**src/rtl/kdb_pkg.sv**
```systemverilog
`default_nettype none
// ----------------------------------------------------------------------------
// kdb_pkg
// shared types, widths and the key code table of the keypad debouncer
// ----------------------------------------------------------------------------
package kdb_pkg;

	localparam int CNT_W  = 8;
	localparam int CODE_W = 7;
	localparam int IDX_W  = 2;

	localparam logic [CNT_W-1:0] THRESHOLD_RESET = 8'd3;

	localparam logic KIND_PRESS   = 1'b0;
	localparam logic KIND_RELEASE = 1'b1;

	// what one key lane found during a scan
	typedef struct packed {
		logic hit;
		logic kind;
	} lane_evt_t;

	// ascii digit of a key, zero outside the 3x3 table
	function automatic logic [CODE_W-1:0] code_of(input int r, input int c);
		logic [CODE_W-1:0] code;
		code = '0;
		if (r >= 0 && r < 3 && c >= 0 && c < 3) begin
			code = CODE_W'(8'h33 + 8'(3 * r) - 8'(c));
		end
		return code;
	endfunction

endpackage
`default_nettype wire

```
**src/rtl/kdb_lane.sv**
```systemverilog
`default_nettype none
// ----------------------------------------------------------------------------
// kdb_lane
// integrating debounce counter and stable flag for one key
// ----------------------------------------------------------------------------
module kdb_lane (
	input  wire                      clk,
	input  wire                      arst_n,
	input  wire                      scan_load,
	input  wire                      level,
	input  wire [kdb_pkg::CNT_W-1:0] threshold,
	output kdb_pkg::lane_evt_t       evt
);
	import kdb_pkg::*;

	logic [CNT_W-1:0] count_q;
	logic             released_q;
	logic [CNT_W-1:0] count_nxt;

	always_comb begin
		if (!level) begin
			count_nxt = (count_q < threshold) ? count_q + CNT_W'(1) : count_q;
			evt.hit   = (count_nxt == threshold) && released_q;
			evt.kind  = KIND_PRESS;
		end else begin
			count_nxt = (count_q != '0) ? count_q - CNT_W'(1) : count_q;
			evt.hit   = (count_nxt == '0) && !released_q;
			evt.kind  = KIND_RELEASE;
		end
	end

	always_ff @(posedge clk or negedge arst_n) begin
		if (!arst_n) begin
			count_q    <= '0;
			released_q <= 1'b1;
		end else if (scan_load) begin
			count_q <= count_nxt;
			if (evt.hit) begin
				released_q <= (evt.kind == KIND_RELEASE);
			end
		end
	end

endmodule
`default_nettype wire

```
**src/rtl/kdb_merge.sv**
```systemverilog
`default_nettype none
// ----------------------------------------------------------------------------
// kdb_merge
// collects lane events of a scan and serializes them in column-major order
// ----------------------------------------------------------------------------
module kdb_merge #(
	parameter int ROWS = 3,
	parameter int COLS = 3
) (
	input  wire                                     clk,
	input  wire                                     arst_n,
	input  wire                                     scan_load,
	input  kdb_pkg::lane_evt_t [ROWS*COLS-1:0]      lane_evt,
	output logic                                    scan_ready,
	output logic                                    out_valid,
	input  wire                                     out_stall,
	output logic [kdb_pkg::IDX_W-1:0]               event_row,
	output logic [kdb_pkg::IDX_W-1:0]               event_col,
	output logic                                    event_kind,
	output logic [kdb_pkg::CODE_W-1:0]              key_code,
	output logic                                    last
);
	import kdb_pkg::*;

	localparam int NK = ROWS * COLS;

	logic [NK-1:0]     pend_mask_q;
	logic [NK-1:0]     pend_kind_q;
	logic [NK-1:0]     sel_onehot;
	logic [NK-1:0]     rest_mask;
	logic [IDX_W-1:0]  sel_row;
	logic [IDX_W-1:0]  sel_col;
	logic              sel_kind;
	logic [CODE_W-1:0] sel_code;
	logic              found;
	logic              pop;
	logic              rest_empty;

	logic              out_valid_q;
	logic [IDX_W-1:0]  row_q;
	logic [IDX_W-1:0]  col_q;
	logic              kind_q;
	logic [CODE_W-1:0] code_q;
	logic              last_q;

	// lowest pending lane first; lanes are already in column-major order
	always_comb begin
		found      = 1'b0;
		sel_onehot = '0;
		sel_row    = '0;
		sel_col    = '0;
		sel_kind   = 1'b0;
		sel_code   = '0;
		for (int i = 0; i < NK; i++) begin
			if (!found && pend_mask_q[i]) begin
				found         = 1'b1;
				sel_onehot[i] = 1'b1;
				sel_row       = IDX_W'(i % ROWS);
				sel_col       = IDX_W'(i / ROWS);
				sel_kind      = pend_kind_q[i];
				sel_code      = code_of(i % ROWS, i / ROWS);
			end
		end
	end

	assign rest_mask  = pend_mask_q & ~sel_onehot;
	assign rest_empty = (rest_mask == '0);
	assign pop        = found && (!out_valid_q || !out_stall);
	assign scan_ready = !found || (pop && rest_empty);

	always_ff @(posedge clk or negedge arst_n) begin
		if (!arst_n) begin
			pend_mask_q <= '0;
		end else if (scan_load) begin
			for (int i = 0; i < NK; i++) begin
				pend_mask_q[i] <= lane_evt[i].hit;
			end
		end else if (pop) begin
			pend_mask_q <= rest_mask;
		end
	end

	always_ff @(posedge clk) begin
		if (scan_load) begin
			for (int i = 0; i < NK; i++) begin
				pend_kind_q[i] <= lane_evt[i].kind;
			end
		end
	end

	always_ff @(posedge clk or negedge arst_n) begin
		if (!arst_n) begin
			out_valid_q <= 1'b0;
		end else if (pop) begin
			out_valid_q <= 1'b1;
		end else if (!out_stall) begin
			out_valid_q <= 1'b0;
		end
	end

	always_ff @(posedge clk) begin
		if (pop) begin
			row_q  <= sel_row;
			col_q  <= sel_col;
			kind_q <= sel_kind;
			code_q <= sel_code;
			last_q <= rest_empty;
		end
	end

	assign out_valid  = out_valid_q;
	assign event_row  = row_q;
	assign event_col  = col_q;
	assign event_kind = kind_q;
	assign key_code   = code_q;
	assign last       = last_q;

	// a new scan never overwrites events still waiting to go out
	a_load_safe: assert property (@(posedge clk) disable iff (!arst_n)
		scan_load |-> (pend_mask_q == '0) || (pop && rest_empty))
		else $error("scan loaded over pending events");

	// the last marker follows whether the popped event drained the scan
	a_last_mark: assert property (@(posedge clk) disable iff (!arst_n)
		pop |=> (last_q == $past(rest_empty)))
		else $error("last marker does not match drained scan");

	// a shown beat only leaves when the receiver takes it
	a_no_drop: assert property (@(posedge clk) disable iff (!arst_n)
		(out_valid_q && out_stall) |=> out_valid_q)
		else $error("stalled event dropped");

	// pending work always implies a selected event
	a_found: assert property (@(posedge clk) disable iff (!arst_n)
		(pend_mask_q != '0) |-> ($countones(sel_onehot) == 1))
		else $error("pending events but no selection");

endmodule
`default_nettype wire

```
**src/rtl/keypad_matrix_debouncer_core.sv**
```systemverilog
`default_nettype none
// ----------------------------------------------------------------------------
// keypad_matrix_debouncer_core
// integrating debouncer for a key matrix with serialized press/release events
// ----------------------------------------------------------------------------
// usage
//   scan channel: in_valid / in_stall with key_levels, one bit per key at
//     row*COLS+col, low = pressed. a scan is taken when in_valid && !in_stall
//   event channel: out_valid / out_stall with event_row, event_col,
//     event_kind (0 press, 1 release), key_code and last. a beat moves when
//     out_valid && !out_stall; last marks the final event of a scan
//   config channel: cfg_valid / cfg_ready with cfg_data, the debounce
//     threshold. cfg_ready is always high; write only while idle
//   timing: all key lanes update in the accept cycle; the first event of a
//     scan waits in the pending mask, then moves into the output register
//   throughput: one event beat per cycle while out_stall is low, set by the
//     single output register fed from the event merger. a scan holds up to
//     ROWS*COLS events, one per key; the next scan is taken in the cycle the
//     previous scan's final event moves into the output register
//   stall: while out_stall holds, the shown event stays put and pending
//     events wait; in_stall is high while events remain after this cycle
//   reset: counters clear, all keys released, threshold back to 3, no
//     events pending
// ----------------------------------------------------------------------------
module keypad_matrix_debouncer_core #(
	parameter int ROWS = 3,
	parameter int COLS = 3
) (
	input  wire                          clk,
	input  wire                          arst_n,
	// scan beats
	input  wire                          in_valid,
	output logic                         in_stall,
	input  wire  [ROWS*COLS-1:0]         key_levels,
	// event beats
	output logic                         out_valid,
	input  wire                          out_stall,
	output logic [kdb_pkg::IDX_W-1:0]    event_row,
	output logic [kdb_pkg::IDX_W-1:0]    event_col,
	output logic                         event_kind,
	output logic [kdb_pkg::CODE_W-1:0]   key_code,
	output logic                         last,
	// threshold writes
	input  wire                          cfg_valid,
	output logic                         cfg_ready,
	input  wire  [kdb_pkg::CNT_W-1:0]    cfg_data
);
	import kdb_pkg::*;

	localparam int NK = ROWS * COLS;

	logic [CNT_W-1:0]     threshold_q;
	logic                 scan_ready;
	logic                 scan_load;
	lane_evt_t [NK-1:0]   lane_evt;

	// threshold register, always writable
	assign cfg_ready = 1'b1;

	always_ff @(posedge clk or negedge arst_n) begin
		if (!arst_n) begin
			threshold_q <= THRESHOLD_RESET;
		end else if (cfg_valid && cfg_ready) begin
			threshold_q <= cfg_data;
		end
	end

	// scan is taken whenever the merger can hold its events
	assign in_stall  = !scan_ready;
	assign scan_load = in_valid && scan_ready;

	// one lane per key, placed in column-major order so the merger
	// can pick the lowest pending lane first
	for (genvar j = 0; j < NK; j++) begin : g_lane
		localparam int R = j % ROWS;
		localparam int C = j / ROWS;
		kdb_lane u_lane (
			.clk       (clk),
			.arst_n    (arst_n),
			.scan_load (scan_load),
			.level     (key_levels[R*COLS + C]),
			.threshold (threshold_q),
			.evt       (lane_evt[j])
		);
	end

	// merge lane findings into one event beat per cycle while out_stall is low
	kdb_merge #(
		.ROWS (ROWS),
		.COLS (COLS)
	) u_merge (
		.clk        (clk),
		.arst_n     (arst_n),
		.scan_load  (scan_load),
		.lane_evt   (lane_evt),
		.scan_ready (scan_ready),
		.out_valid  (out_valid),
		.out_stall  (out_stall),
		.event_row  (event_row),
		.event_col  (event_col),
		.event_kind (event_kind),
		.key_code   (key_code),
		.last       (last)
	);

endmodule
`default_nettype wire

```
**config.mk**
```make
export PLATFORM = sky130hd
export DESIGN_NAME = keypad_matrix_debouncer_core
export DESIGN_NICKNAME = d
export VERILOG_FILES = /design/src/rtl/kdb_pkg.sv /design/src/rtl/kdb_lane.sv /design/src/rtl/kdb_merge.sv /design/src/rtl/keypad_matrix_debouncer_core.sv
export SDC_FILE = /design/constraint.sdc
export NUM_CORES = 1
export LEC_CHECK = 0
export CORE_ASPECT_RATIO = 2
export CORE_MARGIN = 2
export CORE_UTILIZATION = 49
export CTS_BUF_LIST = sky130_fd_sc_hd__clkbuf_8 sky130_fd_sc_hd__clkbuf_16
export DETAILED_ROUTE_END_ITERATION = 7
export DONT_BUFFER_PORTS = 1
export PLACE_DENSITY = 0.66
export RECOVER_POWER = 50
export SLEW_MARGIN = 30
export SYNTH_ARGS = -nofsm -noshare
export SYNTH_HDL_FRONTEND = slang
export SYNTH_HIERARCHICAL = 1
export SYNTH_SLANG_ARGS = --single-unit
```
**constraint.sdc**
```tcl
create_clock -name clk -period 3.3 [get_ports clk]
set_clock_uncertainty 0.2 [all_clocks]
set_input_delay 0 -clock clk [delete_from_list [all_inputs] [get_ports clk]]
set_output_delay 0 -clock clk [all_outputs]
set_load 0.1 [all_outputs]
```
==> flow_summary.json <==
{
  "vias": 12214,
  "ys.flop_type": "dfrtp_1",
  "cp_cell_sequence": "or4_4 > a2111oi_2 > a211oi_1 > o31ai_2 > and2_4 > buf_4 > o21ai_0 > a22oi_1",
  "routedWlPerCell_um": 18.5,
  "relSlewSlack_pct": -52.6,
  "final.min_clock_period_ns": 3.06,
  "worst_pin_slew_ns": 2.29,
  "first_global_vias": 12003,
  "yosysTopAreaCell": "dfrtp_1",
  "fmax_ghz": 0.327,
  "hp-class": "primary input to flip-flop",
  "fillers": 2451,
  "core_mm2": 0.0263,
  "start_kind": "flip-flop",
  "ys_ff_latch": 119,
  "r2r_start": "u_merge/pend_mask_q[4]",
  "power_uw": 12000,
  "dp_hpwl_um": 26100,
  "syn_nets": 1722,
  "avgSynthCellArea_um2": 8.14,
  "setup.worst_path.class": "flip-flop to flip-flop",
  "grt_max_degree": 72,
  "wl_um": 36500,
  "cap_viol_max_count": 1,
  "drc": 0,
  "synth_area_mm2": 0.0131,
  "final_max_slew_viol_count": 29,
  "postCtsSetupBuffers": 0,
  "cts_buffers": 17,
  "synth_top_area_share_pct": 16.8,
  "areaGrowthSynthToFinish_pct": 10.2,
  "grt_use_total_pct": 26.6,
  "cts_tree": "yes",
  "io_buffers": 0,
  "finalCritPeriodShare_pct": 92.8,
  "min_to": "threshold_q[3]",
  "yosysUniqueCellTypes": 85,
  "clockRootBuffer": "clkbuf_16",
  "ys_seq_area_share_pct": 23.6,
  "cp-end-kind": "flip-flop",
  "die_h_um": 235,
  "cts_sinks": 119,
  "insertion_delay_ns": 0.45,
  "clk_pin_slew_ns": 0.06,
  "drt_pass1_iterations": 5,
  "rsz0062_at_grt": "false",
  "antenna_left": 0,
  "worstPathRequired_ns": 3.44,
  "netlist_instances": 1610,
  "grt_pass1_wl_um": 60300,
  "holdWs_ns": 0.0312,
  "netlist_top_cells_area": "dfrtp_1, ha_1, xnor2_1",
  "h-tree-depth": 4,
  "grt-ovfl-total": 0,
  "clock_path_buffers": 2,
  "drive_above_1_share_pct": 14.4,
  "drtIter0Drc": 958,
  "cp.arrival_ns": 3.21,
  "synth_edf_count": 20,
  "reg2reg_depth": 8,
  "powerDensity_mw_per_mm2": 833,
  "yosysWarnings": 6,
  "final_nets": 1729,
  "worstHoldStart": "cfg_valid",
  "io_pins": 38,
  "reg2reg_to": "g_lane[2].u_lane/count_q[5]",
  "antenna_found_initial": 7,
  "hold_depth": 2,
  "vias_per_cell": 6.17,
  "p_leak_uw": 0.00600,
  "async_flop_share_pct": 83.2,
  "setup_viol": 0,
  "ff2ff_setup_slack_ns": 0.24,
  "final-hold-violation-count": 0,
  "gp_congestion": 0.949,
  "cpMaxStageDelayCell": "or4_4",
  "fp-row-count": 84,
  "design.die.area_mm2": 0.0281,
  "ir_worst_vdd_mv": 0.428,
  "die_x_um": 120,
  "status": "finished, violations left",
  "finalSetupTns_ns": 0,
  "crit_path_max_fanout": 26,
  "start_util_pct": 49.9,
  "violations": "capacitance limit, slew limit",
  "crit_path_max_incr_delay_ns": 0.62
}
[synthesized netlist by cell type (21+ instances only)]
cell type  number
nand2_1       159
xnor2_1        88
clkbuf_1       53
buf_6          21
o21ai_1        58
a31oi_1        30
o21ai_0        55
a21oi_1        88
inv_1         118
ha_1           90
buf_2          25
nor3_1         48
dfrtp_1        88
nand3_1        74
nand2b_1       37
nor2_1         70
nor3_2         24
xor2_1         36
[cell type report]
cell class	count	area, µm²	area share [%]
Clock inverter	14	198	1.37
Sequential cell	119	3090	21.4
Clock buffer	18	439	3.04
Tap cell	344	430	2.98
Multi-Input combinational cell	1249	8770	60.8
Inverter	118	443	3.07
Timing Repair Buffer	112	1050	7.30
Antenna cell	4	10.0	0.0693
[critical path: cells and delay by family (launching register included)]
kind / cells / cell delay, ns
buffers and inverters: 1 / 0.30
AND/OR/NAND/NOR: 2 / 0.89
AO/OA/AOI/OAI: 5 / 1.08
flip-flops: 1 / 0.46
[how the worst max path moves through the flow]
| stage | start | end | slack [ns] | depth (start not counted) |
|---|---|---|---|---|
| after floorplan | u_merge/pend_mask_q[3] | g_lane[0].u_lane/count_q[5] | 0.08 | 11 |
| after global placement | u_merge/pend_mask_q[4] | g_lane[3].u_lane/released_q | 0.34 | 10 |
| after detailed placement | threshold_q[1] | u_merge/pend_mask_q[1] | 0.25 | 13 |
| after CTS | threshold_q[1] | u_merge/pend_mask_q[1] | 0.23 | 13 |
| after global routing | threshold_q[1] | u_merge/pend_mask_q[1] | 0.03 | 13 |
| final | u_merge/pend_mask_q[4] | g_lane[2].u_lane/count_q[5] | 0.24 | 8 |
[stage by stage]
step                      utilization [%]  cell area (µm²)  std cells  setup slack [ns]
after floorplan                         -            13100       1610            0.0799
after global placement               51.4            13500       1911             0.342
after detailed placement             51.4            13500       1911             0.248
after CTS                            55.1            14500       1974             0.228
after global routing                 55.0            14400       1978            0.0287
final                                55.0            14400       1978             0.238
[sequential cells by signal, summed over array words and instances, names as in the netlist]
signal	cells
u_merge/pend_kind_q	9
u_merge/event_row	2
threshold_q	8
g_lane.u_lane/released_q	9
u_merge/pend_mask_q	9
u_merge/event_kind	1
g_lane.u_lane/count_q	72
u_merge/event_col	2
u_merge/last	1
u_merge/key_code	5
u_merge/out_valid	1
[routing by layer]
layer  wire length, µm  GRT usage (%)  share of wire [%]  up-vias
met4              2470           19.1                6.8        6
met1             13700           27.8                 37     5890
li1                  -              -                  -     5780
met5                35              0              0.096        -
met2             18900           47.2                 52      383
met3              1490           4.48                4.1      155
[placed cells by master, fill, tap and decap left out, types with 10 or more instances in the layout]
master,netlist,final
buf_4,20,69
a22oi_1,17,17
inv_1,118,118
or3_1,10,10
and4_1,16,16
a31oi_1,30,30
nor4_1,19,19
nand3_1,74,74
xor2_1,36,36
dlygate4sd3_1,0,29
a21oi_1,88,88
nand2_1,159,159
nand2b_1,37,37
o22ai_1,18,18
o31ai_1,13,13
mux2i_1,10,10
xnor2_1,88,88
and2_1,13,12
o21ai_0,55,55
dfstp_2,11,11
edfxtp_1,20,20
nor2_1,70,70
nor3_2,24,24
o221ai_1,16,16
nor3_1,48,48
o21ai_1,58,58
nor2b_1,20,20
dfrtp_1,88,87
ha_1,90,90
clkbuf_16,0,17
[kinds of logic after synthesis]
family,count (synthesis),synth area share (%)
other,2,0.0573
XOR/XNOR,132,9.28
multiplexers,19,1.77
flip-flops,119,23.6
buffers and inverters,242,9.33
adder cells (fa/ha/maj),90,8.60
AND/OR/NAND/NOR,605,27.0
AO/OA/AOI/OAI,401,20.4
[timing repair]
item,in CTS,in global routing
hold buffers,31,0
hold endpoints to repair,216,0
resized for setup,0,0
[power by group]
group / internal, µW / switching, µW
logic: 2910 / 4070
registers: 1980 / 1020
clock network: 1290 / 764
total: 6170 / 5850
Note: power is estimated with default switching activity, not from simulation.
